**src/hdl/blm_pkg.sv**
```systemverilog
package blm_pkg;

    localparam int unsigned CFG_IDX_W  = 3;
    localparam int unsigned CFG_DATA_W = 32;

    // register indexes on the configuration channel
    typedef enum logic [CFG_IDX_W-1:0] {
        CFG_DIVIDER  = 3'd0,
        CFG_EMPTY    = 3'd1,
        CFG_FULL     = 3'd2,
        CFG_THRESH   = 3'd3,
        CFG_INTERVAL = 3'd4
    } t_cfg_reg;

    localparam logic [11:0] RST_DIVIDER  = 12'd512;
    localparam logic [15:0] RST_EMPTY    = 16'd3300;
    localparam logic [15:0] RST_FULL     = 16'd4200;
    localparam logic [6:0]  RST_THRESH   = 7'd15;
    localparam logic [31:0] RST_INTERVAL = 32'd10000;

    localparam logic [6:0]  PCT_FULL_SCALE = 7'd100;
    localparam logic [7:0]  HYSTERESIS_PCT = 8'd5;
    localparam logic signed [7:0] PCT_UNKNOWN = -8'sd1;

    localparam logic OP_STARTUP = 1'b0;
    localparam logic OP_UPDATE  = 1'b1;

    // quotient bits produced by the serial divider
    localparam int unsigned QUO_W = 7;

    typedef enum logic [3:0] {
        S_IDLE,
        S_TIME,
        S_TCMP,
        S_SPAN,
        S_MUL,
        S_EMPTY,
        S_SCALE,
        S_OVF,
        S_DIV,
        S_FIN
    } t_state;

    typedef struct packed {
        logic        operation;
        logic [31:0] now_ms;
        logic [11:0] adc_millivolts;
    } t_in_item;

    typedef struct packed {
        logic signed [7:0] percent;
        logic              battery_low;
        logic              low_event;
        logic              sampled;
    } t_out_item;

endpackage

```
**src/hdl/blm_in_if.sv**
```systemverilog
interface blm_in_if;
    import blm_pkg::*;

    logic     valid;
    logic     ready;
    t_in_item data;

    modport source (output valid, output data, input ready);
    modport sink   (input valid, input data, output ready);
endinterface

```
**src/hdl/blm_out_if.sv**
```systemverilog
interface blm_out_if;
    import blm_pkg::*;

    logic      valid;
    logic      ready;
    t_out_item data;

    modport source (output valid, output data, input ready);
    modport sink   (input valid, input data, output ready);
endinterface

```
**src/hdl/blm_cfg_if.sv**
```systemverilog
interface blm_cfg_if;
    import blm_pkg::*;

    logic                  valid;
    logic                  ready;
    logic [CFG_IDX_W-1:0]  index;
    logic [CFG_DATA_W-1:0] wdata;

    modport source (output valid, output index, output wdata, input ready);
    modport sink   (input valid, input index, input wdata, output ready);
endinterface

```
**src/hdl/battery_level_monitor_unit.sv**
```systemverilog
// channel  | dir | payload                                    | handshake
// i_in     | in  | operation, now_ms, adc_millivolts          | valid/ready
// o_out    | out | percent, battery_low, low_event, sampled   | valid/ready
// i_cfg    | in  | index (3 bits), wdata (32 bits)            | valid/ready, ready always high
//
// an item steps through the states from acceptance to the result register; an update that
// comes before the interval is up goes from the time compare straight to the finish step,
// and a forced zero or a saturating quotient skips the 7 steps of the serial divider
// compares and division share one 32-bit subtractor; a small multiplier scales the reading
// input ready is high only in the idle state; a result waits in the output register
// while the next item is accepted, and the finish step stalls if it is still full
// reset (synchronous, active low) restores the register defaults and percent -1
module battery_level_monitor_unit
    import blm_pkg::*;
(
    input  logic      i_clk,
    input  logic      i_rst_n,
    blm_in_if.sink    i_in,
    blm_out_if.source o_out,
    blm_cfg_if.sink   i_cfg
);

    t_state r_state, n_state;

    // configuration
    logic [11:0] r_cfg_div;
    logic [15:0] r_cfg_empty;
    logic [15:0] r_cfg_full;
    logic [6:0]  r_cfg_thresh;
    logic [31:0] r_cfg_interval;

    // monitor state
    logic [31:0]       r_last, n_last;
    logic signed [7:0] r_pct, n_pct;
    logic              r_low, n_low;
    logic              r_sent, n_sent;

    // item and working registers
    logic              r_op;
    logic [31:0]       r_now;
    logic [11:0]       r_adc;
    logic [31:0]       r_acc, n_acc;
    logic [15:0]       r_span, n_span;
    logic [QUO_W-1:0]  r_quo, n_quo;
    logic [2:0]        r_cnt, n_cnt;
    logic              r_take, n_take;
    logic              r_zero, n_zero;

    // output register
    logic      r_out_valid, n_out_valid;
    t_out_item r_out, n_out;

    // shared subtractor
    logic [31:0] alu_a, alu_b, alu_diff;
    logic        alu_borrow;
    logic [23:0] product;
    logic        out_free;
    logic [6:0]  pct_new;
    logic        accept;

    assign {alu_borrow, alu_diff} = {1'b0, alu_a} - {1'b0, alu_b};
    assign product  = {12'd0, r_adc} * {12'd0, r_cfg_div};
    assign out_free = !r_out_valid || o_out.ready;
    assign pct_new  = (r_quo > PCT_FULL_SCALE) ? PCT_FULL_SCALE : r_quo;
    assign accept   = i_in.valid && i_in.ready;

    assign o_out.valid = r_out_valid;
    assign o_out.data  = r_out;
    assign i_cfg.ready = 1'b1;

    // next state
    always_comb begin
        n_state = r_state;
        case (r_state)
            S_IDLE:  if (i_in.valid) n_state = S_TIME;
            S_TIME:  n_state = S_TCMP;
            S_TCMP:  n_state = (r_op == OP_UPDATE && alu_borrow) ? S_FIN : S_SPAN;
            S_SPAN:  n_state = S_MUL;
            S_MUL:   n_state = S_EMPTY;
            S_EMPTY: n_state = S_SCALE;
            S_SCALE: n_state = r_zero ? S_FIN : S_OVF;
            S_OVF:   n_state = alu_borrow ? S_DIV : S_FIN;
            S_DIV:   if (r_cnt == 3'd0) n_state = S_FIN;
            S_FIN:   if (out_free) n_state = S_IDLE;
            default: n_state = S_IDLE;
        endcase
    end

    // datapath and outputs
    always_comb begin
        i_in.ready  = 1'b0;
        alu_a       = r_acc;
        alu_b       = 32'd0;
        n_acc       = r_acc;
        n_span      = r_span;
        n_quo       = r_quo;
        n_cnt       = r_cnt;
        n_take      = r_take;
        n_zero      = r_zero;
        n_last      = r_last;
        n_pct       = r_pct;
        n_low       = r_low;
        n_sent      = r_sent;
        n_out       = r_out;
        n_out_valid = r_out_valid && !o_out.ready;
        case (r_state)
            S_IDLE: begin
                i_in.ready = 1'b1;
                n_zero     = 1'b0;
            end
            S_TIME: begin
                alu_a = r_now;
                alu_b = r_last;
                n_acc = alu_diff;
            end
            S_TCMP: begin
                alu_b  = r_cfg_interval;
                n_take = (r_op == OP_STARTUP) || !alu_borrow;
            end
            S_SPAN: begin
                alu_a  = {16'd0, r_cfg_full};
                alu_b  = {16'd0, r_cfg_empty};
                n_span = alu_diff[15:0];
                // full not above empty forces zero percent
                n_zero = alu_borrow || (alu_diff == 32'd0);
            end
            S_MUL: begin
                n_acc = {16'd0, product[23:8]};
            end
            S_EMPTY: begin
                alu_b  = {16'd0, r_cfg_empty};
                n_acc  = alu_diff;
                n_zero = r_zero || alu_borrow || (alu_diff == 32'd0);
            end
            S_SCALE: begin
                // times 100 as 64 + 32 + 4
                n_acc = (r_acc << 6) + (r_acc << 5) + (r_acc << 2);
                n_quo = '0;
            end
            S_OVF: begin
                // quotient of 128 or more saturates at once
                alu_b = {9'd0, r_span, 7'd0};
                n_quo = alu_borrow ? '0 : PCT_FULL_SCALE;
                n_cnt = 3'(QUO_W - 1);
            end
            S_DIV: begin
                alu_b = {16'd0, r_span} << r_cnt;
                if (!alu_borrow) n_acc = alu_diff;
                n_quo = {r_quo[QUO_W-2:0], !alu_borrow};
                n_cnt = r_cnt - 3'd1;
            end
            S_FIN: begin
                if (out_free) begin
                    n_out_valid     = 1'b1;
                    n_out.low_event = 1'b0;
                    n_out.sampled   = r_take;
                    if (r_take) begin
                        n_pct = signed'({1'b0, pct_new});
                    end
                    if (r_take && r_op == OP_UPDATE) begin
                        n_last = r_now;
                        if (pct_new <= r_cfg_thresh) begin
                            n_low = 1'b1;
                            if (!r_sent) begin
                                n_sent          = 1'b1;
                                n_out.low_event = 1'b1;
                            end
                        end else if ({1'b0, pct_new} > ({1'b0, r_cfg_thresh} + HYSTERESIS_PCT)) begin
                            n_low  = 1'b0;
                            n_sent = 1'b0;
                        end
                    end
                    n_out.percent     = r_take ? signed'({1'b0, pct_new}) : r_pct;
                    n_out.battery_low = n_low;
                end
            end
            default: ;
        endcase
    end

    always_ff @(posedge i_clk) begin
        if (!i_rst_n) begin
            r_state        <= S_IDLE;
            r_cfg_div      <= RST_DIVIDER;
            r_cfg_empty    <= RST_EMPTY;
            r_cfg_full     <= RST_FULL;
            r_cfg_thresh   <= RST_THRESH;
            r_cfg_interval <= RST_INTERVAL;
            r_last         <= '0;
            r_pct          <= PCT_UNKNOWN;
            r_low          <= 1'b0;
            r_sent         <= 1'b0;
            r_out_valid    <= 1'b0;
        end else begin
            r_state     <= n_state;
            r_last      <= n_last;
            r_pct       <= n_pct;
            r_low       <= n_low;
            r_sent      <= n_sent;
            r_out_valid <= n_out_valid;
            if (i_cfg.valid && i_cfg.ready) begin
                case (i_cfg.index)
                    CFG_DIVIDER:  r_cfg_div      <= i_cfg.wdata[11:0];
                    CFG_EMPTY:    r_cfg_empty    <= i_cfg.wdata[15:0];
                    CFG_FULL:     r_cfg_full     <= i_cfg.wdata[15:0];
                    CFG_THRESH:   r_cfg_thresh   <= i_cfg.wdata[6:0];
                    CFG_INTERVAL: r_cfg_interval <= i_cfg.wdata;
                    default: ;
                endcase
            end
        end
    end

    always_ff @(posedge i_clk) begin
        if (accept) begin
            r_op  <= i_in.data.operation;
            r_now <= i_in.data.now_ms;
            r_adc <= i_in.data.adc_millivolts;
        end
        r_acc  <= n_acc;
        r_span <= n_span;
        r_quo  <= n_quo;
        r_cnt  <= n_cnt;
        r_take <= n_take;
        r_zero <= n_zero;
        r_out  <= n_out;
    end

    // low flag and event latch always move together
    a_low_sent: assert property (@(posedge i_clk) disable iff (!i_rst_n)
        r_low == r_sent)
        else $error("low flag and event latch disagree");

    a_event_low: assert property (@(posedge i_clk) disable iff (!i_rst_n)
        (r_out_valid && r_out.low_event) |-> r_out.battery_low)
        else $error("low event without low state");

    a_accept_seq: assert property (@(posedge i_clk) disable iff (!i_rst_n)
        accept |=> (r_state == S_TIME))
        else $error("accepted transaction did not start the sequence");

    a_div_cnt: assert property (@(posedge i_clk) disable iff (!i_rst_n)
        (r_state == S_DIV) |-> (r_cnt <= 3'(QUO_W - 1)))
        else $error("divider step count out of range");

    a_zero_quo: assert property (@(posedge i_clk) disable iff (!i_rst_n)
        (r_state == S_FIN && r_take && r_zero) |-> (r_quo == '0))
        else $error("forced zero percent lost");

endmodule

```
**src/flat_wrapper.sv**
```systemverilog
// flat-port wrapper written by rule: the top's interface ports become plain ports
module battery_level_monitor_unit_flat import blm_pkg::*;
  (i_clk, i_rst_n, i_in_valid, i_in_data, i_in_ready, o_out_valid, o_out_data, o_out_ready, i_cfg_valid, i_cfg_index, i_cfg_wdata, i_cfg_ready);
  blm_in_if i_in_i ();
  blm_out_if o_out_i ();
  blm_cfg_if i_cfg_i ();
  input  logic i_clk;
  input  logic i_rst_n;
  input wire logic [$bits(i_in_i.valid)-1:0] i_in_valid;
  input wire logic [$bits(i_in_i.data)-1:0] i_in_data;
  output wire logic [$bits(i_in_i.ready)-1:0] i_in_ready;
  output wire logic [$bits(o_out_i.valid)-1:0] o_out_valid;
  output wire logic [$bits(o_out_i.data)-1:0] o_out_data;
  input wire logic [$bits(o_out_i.ready)-1:0] o_out_ready;
  input wire logic [$bits(i_cfg_i.valid)-1:0] i_cfg_valid;
  input wire logic [$bits(i_cfg_i.index)-1:0] i_cfg_index;
  input wire logic [$bits(i_cfg_i.wdata)-1:0] i_cfg_wdata;
  output wire logic [$bits(i_cfg_i.ready)-1:0] i_cfg_ready;
  assign i_in_i.valid = i_in_valid;
  assign i_in_i.data = i_in_data;
  assign i_in_ready = i_in_i.ready;
  assign o_out_valid = o_out_i.valid;
  assign o_out_data = o_out_i.data;
  assign o_out_i.ready = o_out_ready;
  assign i_cfg_i.valid = i_cfg_valid;
  assign i_cfg_i.index = i_cfg_index;
  assign i_cfg_i.wdata = i_cfg_wdata;
  assign i_cfg_ready = i_cfg_i.ready;
  battery_level_monitor_unit u_core (.i_clk(i_clk), .i_rst_n(i_rst_n), .i_in(i_in_i), .o_out(o_out_i), .i_cfg(i_cfg_i));
endmodule
```
**config.mk**
```make
export PLATFORM = sky130hd
export DESIGN_NAME = battery_level_monitor_unit_flat
export DESIGN_NICKNAME = d
export VERILOG_FILES = /design/src/hdl/blm_pkg.sv /design/src/hdl/blm_in_if.sv /design/src/hdl/blm_out_if.sv /design/src/hdl/blm_cfg_if.sv /design/src/hdl/battery_level_monitor_unit.sv /design/src/flat_wrapper.sv
export SDC_FILE = /design/constraint.sdc
export NUM_CORES = 1
export LEC_CHECK = 0
export BUFFER_PORTS_ARGS = -buffer_cell sky130_fd_sc_hd__buf_4
export CAP_MARGIN = 5
export CORE_ASPECT_RATIO = 1.2
export CORE_MARGIN = 2
export CORE_UTILIZATION = 55
export CTS_CLUSTER_DIAMETER = 60
export DETAILED_ROUTE_END_ITERATION = 10
export PLACE_DENSITY = 0.73
export SETUP_SLACK_MARGIN = 0.1
export SYNTH_ARGS = -nofsm -noshare
export SYNTH_HDL_FRONTEND = slang
export SYNTH_SLANG_ARGS = --single-unit
export TNS_END_PERCENT = 10
```
**constraint.sdc**
```tcl
create_clock -name i_clk -period 13 [get_ports i_clk]
set_clock_uncertainty 0.1 [all_clocks]
set_input_delay 1.3 -clock i_clk [delete_from_list [all_inputs] [get_ports i_clk]]
set_output_delay 1.3 -clock i_clk [all_outputs]
set_load 0.01 [all_outputs]
```
==> After elaboration in Yosys (flattened, before gate mapping) <==
Cells that the tools add are included.
{ "totals": {"ff_bits": 246, "latchBits": 0, "ramBits": 0, "rom_bits": 0, "input_bits": 85, "output_inout_bits": 14, "wordCells": 112, "memories": 0} }
{ "classes": {"n_addsub": 5, "n_mul": 1, "div_mod_pow": 0, "magnitude_cmp": 3, "eq_ne": 17, "shift": 1, "mux": 26, "bitwise": 1, "reduce_logical": 34} }
{ "op_table": {"columns": ["cell", "n"], "rows": [
  ["$pmux 32 s5", 1],
  ["$pmux 32 s4", 1],
  ["$add 32x32->32", 2],
  ["$pmux 32 s2", 1],
  ["$pmux 4 s10", 1],
  ["$sub 32x32->33", 1],
  ["$logic_not 32->1", 1],
  ["$mux 32", 1],
  ["$shl 16x3->32", 1],
  ["$mul 12x12->24", 1],
  ["$pmux 7 s3", 1],
  ["$mux 4", 5],
  ["$eq 4x3->1 const B", 4],
  ["$reduce_and 2->1", 8],
  ["$mux 7", 2],
  ["$mux 1", 10],
  ["$add 7x3->8 const B", 1],
  ["$eq 4x2->1 const B", 2],
  ["$eq 4x4->1 const B", 2],
  ["$gt 7x8->1", 1],
  ["$mux 8", 1],
  ["$gt 7x7->1 const B", 1],
  ["$le 7x7->1", 1],
  ["$eq 3x2->1 const B", 2],
  ["20 further kinds", 36]
]} }

==> Logic depth before layout (Yosys ltp) <==
{ "logic_depth": {"word_depth": 7, "mapped_depth": 23, "mapped_depth_nobuf": 22} }

==> Worst setup path before layout <==
Ideal clock, no wire load.
{ "synth_timing": {"path_kind": "register to register", "from": "reg u_core.r_adc[1]", "to": "reg u_core.r_acc[14], data pin", "setup_time_ns": 0.152, "arrival_ns": 5.833, "required_time_ns": 12.748, "path_slack_ns": 6.914, "stages_incl_launch_ff": 21, "path_buffers": 1, "period_less_slack_ns": 6.086, "cell_sequence": "edfxtp_1 -> clkbuf_1 -> and2_1 -> fa_1 -> fa_1 -> fa_1 -> fa_1 -> inv_1 -> fa_1 -> inv_1 -> ha_1 -> a21oi_1 -> nand2_1 -> a211o_1 -> a211oi_1 -> o31ai_2 -> o31ai_2 -> o21ai_1 -> o21ai_1 -> mux2_2 -> o21ai_0"} }
{ "synth_via": {"elab_chain_len": 2} }
{ "synth_lines": {"columns": ["item", "line", "text"], "rows": [
  ["from (decl)", "battery_level_monitor_unit.sv:41", "logic [11:0] r_adc;"],
  ["from (signal assigned)", "battery_level_monitor_unit.sv:218", "r_adc <= i_in.data.adc_millivolts;"],
  ["$mul 12x12->24", "battery_level_monitor_unit.sv:62", "assign product = {12'd0, r_adc} * {12'd0, r_cfg_div};"],
  ["$pmux 32 s4", "battery_level_monitor_unit.sv:106", "case (r_state)"],
  ["via u_core.n_acc[14]", "battery_level_monitor_unit.sv:42", "logic [31:0] r_acc, n_acc;"],
  ["to (signal assigned)", "battery_level_monitor_unit.sv:220", "r_acc <= n_acc;"],
  ["to (decl)", "battery_level_monitor_unit.sv:42", null]
]} }
The timed path passes the listed nets, and every way through them passes these cells.
A chain may end at the register's enable or synchronous reset.

==> Final worst setup path <==
Ends and elaborated chain as after synthesis.

==> impl_metrics.ini <==
[status]
outcome = completed

[floorplan]
io_pins = 99
dieArea_um2 = 36000
fp-row-count = 74
chipHeight_um = 207
initial_core_util_pct = 55.8
die-width_um = 173
core_um2 = 34000

[job]
drv_cap = 0

[cts]
clock-root-buffer = clkbuf_16
cts.clk_slew.worst_paths_ns = 0.06
cts_tree = yes
post_cts_buffers = 0
insertion_delay_ns = 0.56
clockBufferDepth = 3
htree_num_levels = 1
post_cts_resized = 0
holdBufCountCts = 0
clock-sinks = 246
cts_buffers = 28

[final_layout]
nNetsFinal = 2472
syn_to_final_growth_pct = 10.7
utilization_pct = 61.7
fill_cells = 2884
stdcell_count = 2605
diodes = 0
final_area_um2 = 21000
drive_gt1_share_pct = 9.49

[critical_path]
worst_setup_path_start_kind = register
critPathArrivalTime_ns = 6.84
path_max_fanout = 12
worstSetupPathType = register to register
r2r_setup_slack_ns = 6.44
reg2reg_depth = 19
endpoint_kind = register
required_ns = 13.28

[sta]
drv_slew = 0
finalWorstSetupSlack_ns = 6.44
hold_ws_ns = 0.349
fmax_mhz = 152
setup_viol = 0
worst_slew_pin_slew_ns = 1.31
rsz0062_at_grt = no
slew_headroom_pct = 12.1
tns_ns = 0
fin_crit_ns = 6.56
hold_viol = 0
finalCritPeriodShare_pct = 50.4

[yosys]
netlist_area_um2 = 19000
synth-async-reset-ratio_pct = 0
yosysSeqAreaShare_pct = 32.1
yosys_warnings = 0
synth-edff-count = 116
synth_seq_cells = 246
syn-num-nets = 2435
netlist_instances = 2091
synth_top_flop_cell = dfxtp_1
synth_cell_type_count = 75
avgSynthCellArea_um2 = 9.07

[power_and_ir_drop]
power_mw = 3.27
vdd_ir_drop_max_uv = 116
powerDensity_nw_per_um2 = 156
p_leak_nw = 8.81

[placed_design]
place_congestion = 0.953
dpl.cell_count = 2554
dp_hpwl_um = 39500
dpl-instance-area_um2 = 20000
place_ws_ns = 6.41
port_buffers = 97

[route]
wl_met2_um = 27100
drcViolationCount = 0
drt_first_pass_iters = 8
routed_wl_um = 52000
post_drt_via_cell_ratio = 5.90
vias = 15400
ant_nets = 0
wl_met1_um = 20400
routedWlPerCell_um = 20.0
met3WireLength_um = 2630
top_layer = met4
drtIter0Drc = 1229

[grt]
grt_pass1_wl_um = 83000
grt_overflow_total = 0
grtUsageTotal_pct = 28.8
grt_max_degree = 101
grt_pass1_vias = 15600
antenna_found_initial = 0

[hold_path]
hold_path.class = register to register
min_path_cells = 2
critical path: stages, from the launching register on:
cell and delay (ns):
edfxtp_1 0.56, and2_1 0.26, fa_1 0.51, fa_1 0.53, fa_1 0.52, fa_1 0.54, inv_1 0.06, fa_1 0.53
inv_1 0.04, ha_1 0.33, a21oi_1 0.22, nand2_1 0.08, a211o_1 0.31, a211oi_1 0.35, o31ai_2 0.15, o31ai_2 0.29
o21ai_1 0.15, o21ai_1 0.28, mux2_2 0.38, o21ai_0 0.16
cells in the mapped netlist, drive strengths merged (15+ instances only):
library cell	count	area [um2]
o211ai	16	120
a22o	18	158
ha	133	1660
mux2i	39	390
o21ai	88	444
a21o	23	173
and2	64	400
inv	163	612
o21a	20	150
dfxtp	130	2600
nand2	449	1690
nand3	37	185
a22oi	16	120
a21boi	104	781
edfxtp	116	3480
a21oi	89	457
fa	126	2520
xor2	32	280
a222oi	22	220
o21bai	16	120
clkbuf	103	387
nor3	15	75.1
xnor2	37	332
nor2	57	214
nand2b	15	93.8
where the power goes:
group | internal, mW | switching [mW] | leakage (nW) | total [mW]
sequential | 0.903 | 0.0870 | 2.14 | 0.990
combinational | 0.577 | 0.882 | 6.19 | 1.46
clock | 0.489 | 0.333 | 0.482 | 0.822
total | 1.97 | 1.30 | 8.81 | 3.27
cells by family (layout without fill, tap and decap cells):
| logic type | Yosys count | after routing | synth area share [%] |
|---|---|---|---|
| simple gates | 711 | 711 | 16.6 |
| buf+inv | 274 | 332 | 5.45 |
| compound gates | 479 | 479 | 17.7 |
| other cells | 1 | 1 | 0.0198 |
| flops | 246 | 246 | 32.1 |
| xor+xnor | 69 | 69 | 3.23 |
| fa+ha+maj | 259 | 259 | 22.1 |
| mux | 52 | 52 | 2.83 |
cell type report:
type / instances / area (um2) / area share (%)
Timing Repair Buffer: 116 / 871 / 4.15
Inverter: 165 / 619 / 2.95
Clock inverter: 16 / 188 / 0.895
Sequential cell: 246 / 6090 / 29.0
Clock buffer: 35 / 779 / 3.72
Multi-Input combinational cell: 1571 / 11900 / 56.6
Tap cell: 456 / 571 / 2.72
worst paths after layout:
kind,from,end
min reg2reg,u_core.r_pct[7],u_core.r_pct[7]
max,u_core.r_adc[1],u_core.r_acc[14]
max reg2reg,u_core.r_adc[1],u_core.r_acc[14]
min,u_core.r_pct[7],u_core.r_pct[7]
routing by layer:
| metal | vias up | GRT usage, % |
|---|---|---|
| li1 | 7274 | - |
| met3 | 115 | 3.55 |
| met5 | - | 0 |
| met1 | 7478 | 34.5 |
| met4 | 0 | 9.73 |
| met2 | 498 | 53.3 |
layout by cell type (no fill, tap or decap), types with 8 or more instances in the layout:
cell,synthesis,final
nand2_1,449,449
inv_1,163,163
ha_1,133,133
dfxtp_1,130,130
fa_1,126,126
buf_4,1,116
edfxtp_1,116,116
a21boi_0,104,104
a21oi_1,86,86
o21ai_0,80,80
and2_1,64,63
nor2_1,57,57
mux2i_1,39,39
nand3_1,37,37
xnor2_1,36,36
xor2_1,32,32
clkbuf_16,0,30
a21o_1,23,23
a222oi_1,22,22
o21a_1,20,20
a22o_1,18,18
o21bai_1,16,16
o211ai_1,16,16
a22oi_1,16,16
nand2b_1,15,15
nand4_1,13,13
nor2b_1,13,13
mux2_2,13,13
and3_1,12,12
nor3_1,15,12
o22ai_1,12,11
or3_1,8,8
flip-flops by register name (all words and copies together), names as in the netlist, 3 cells and up:
| signal | count |
|---|---|
| u_core.r_cfg_full | 16 |
| u_core.r_span | 16 |
| u_core.r_quo | 7 |
| u_core.o_out.data | 11 |
| u_core.r_acc | 32 |
| u_core.r_pct | 8 |
| u_core.r_cfg_thresh | 7 |
| u_core.r_cfg_div | 12 |
| u_core.r_now | 32 |
| u_core.r_last | 32 |
| u_core.r_cfg_empty | 16 |
| u_core.r_cnt | 3 |
| u_core.r_cfg_interval | 32 |
| u_core.r_adc | 12 |
| u_core.r_state | 4 |
Power figures use the tool's default switching activity.
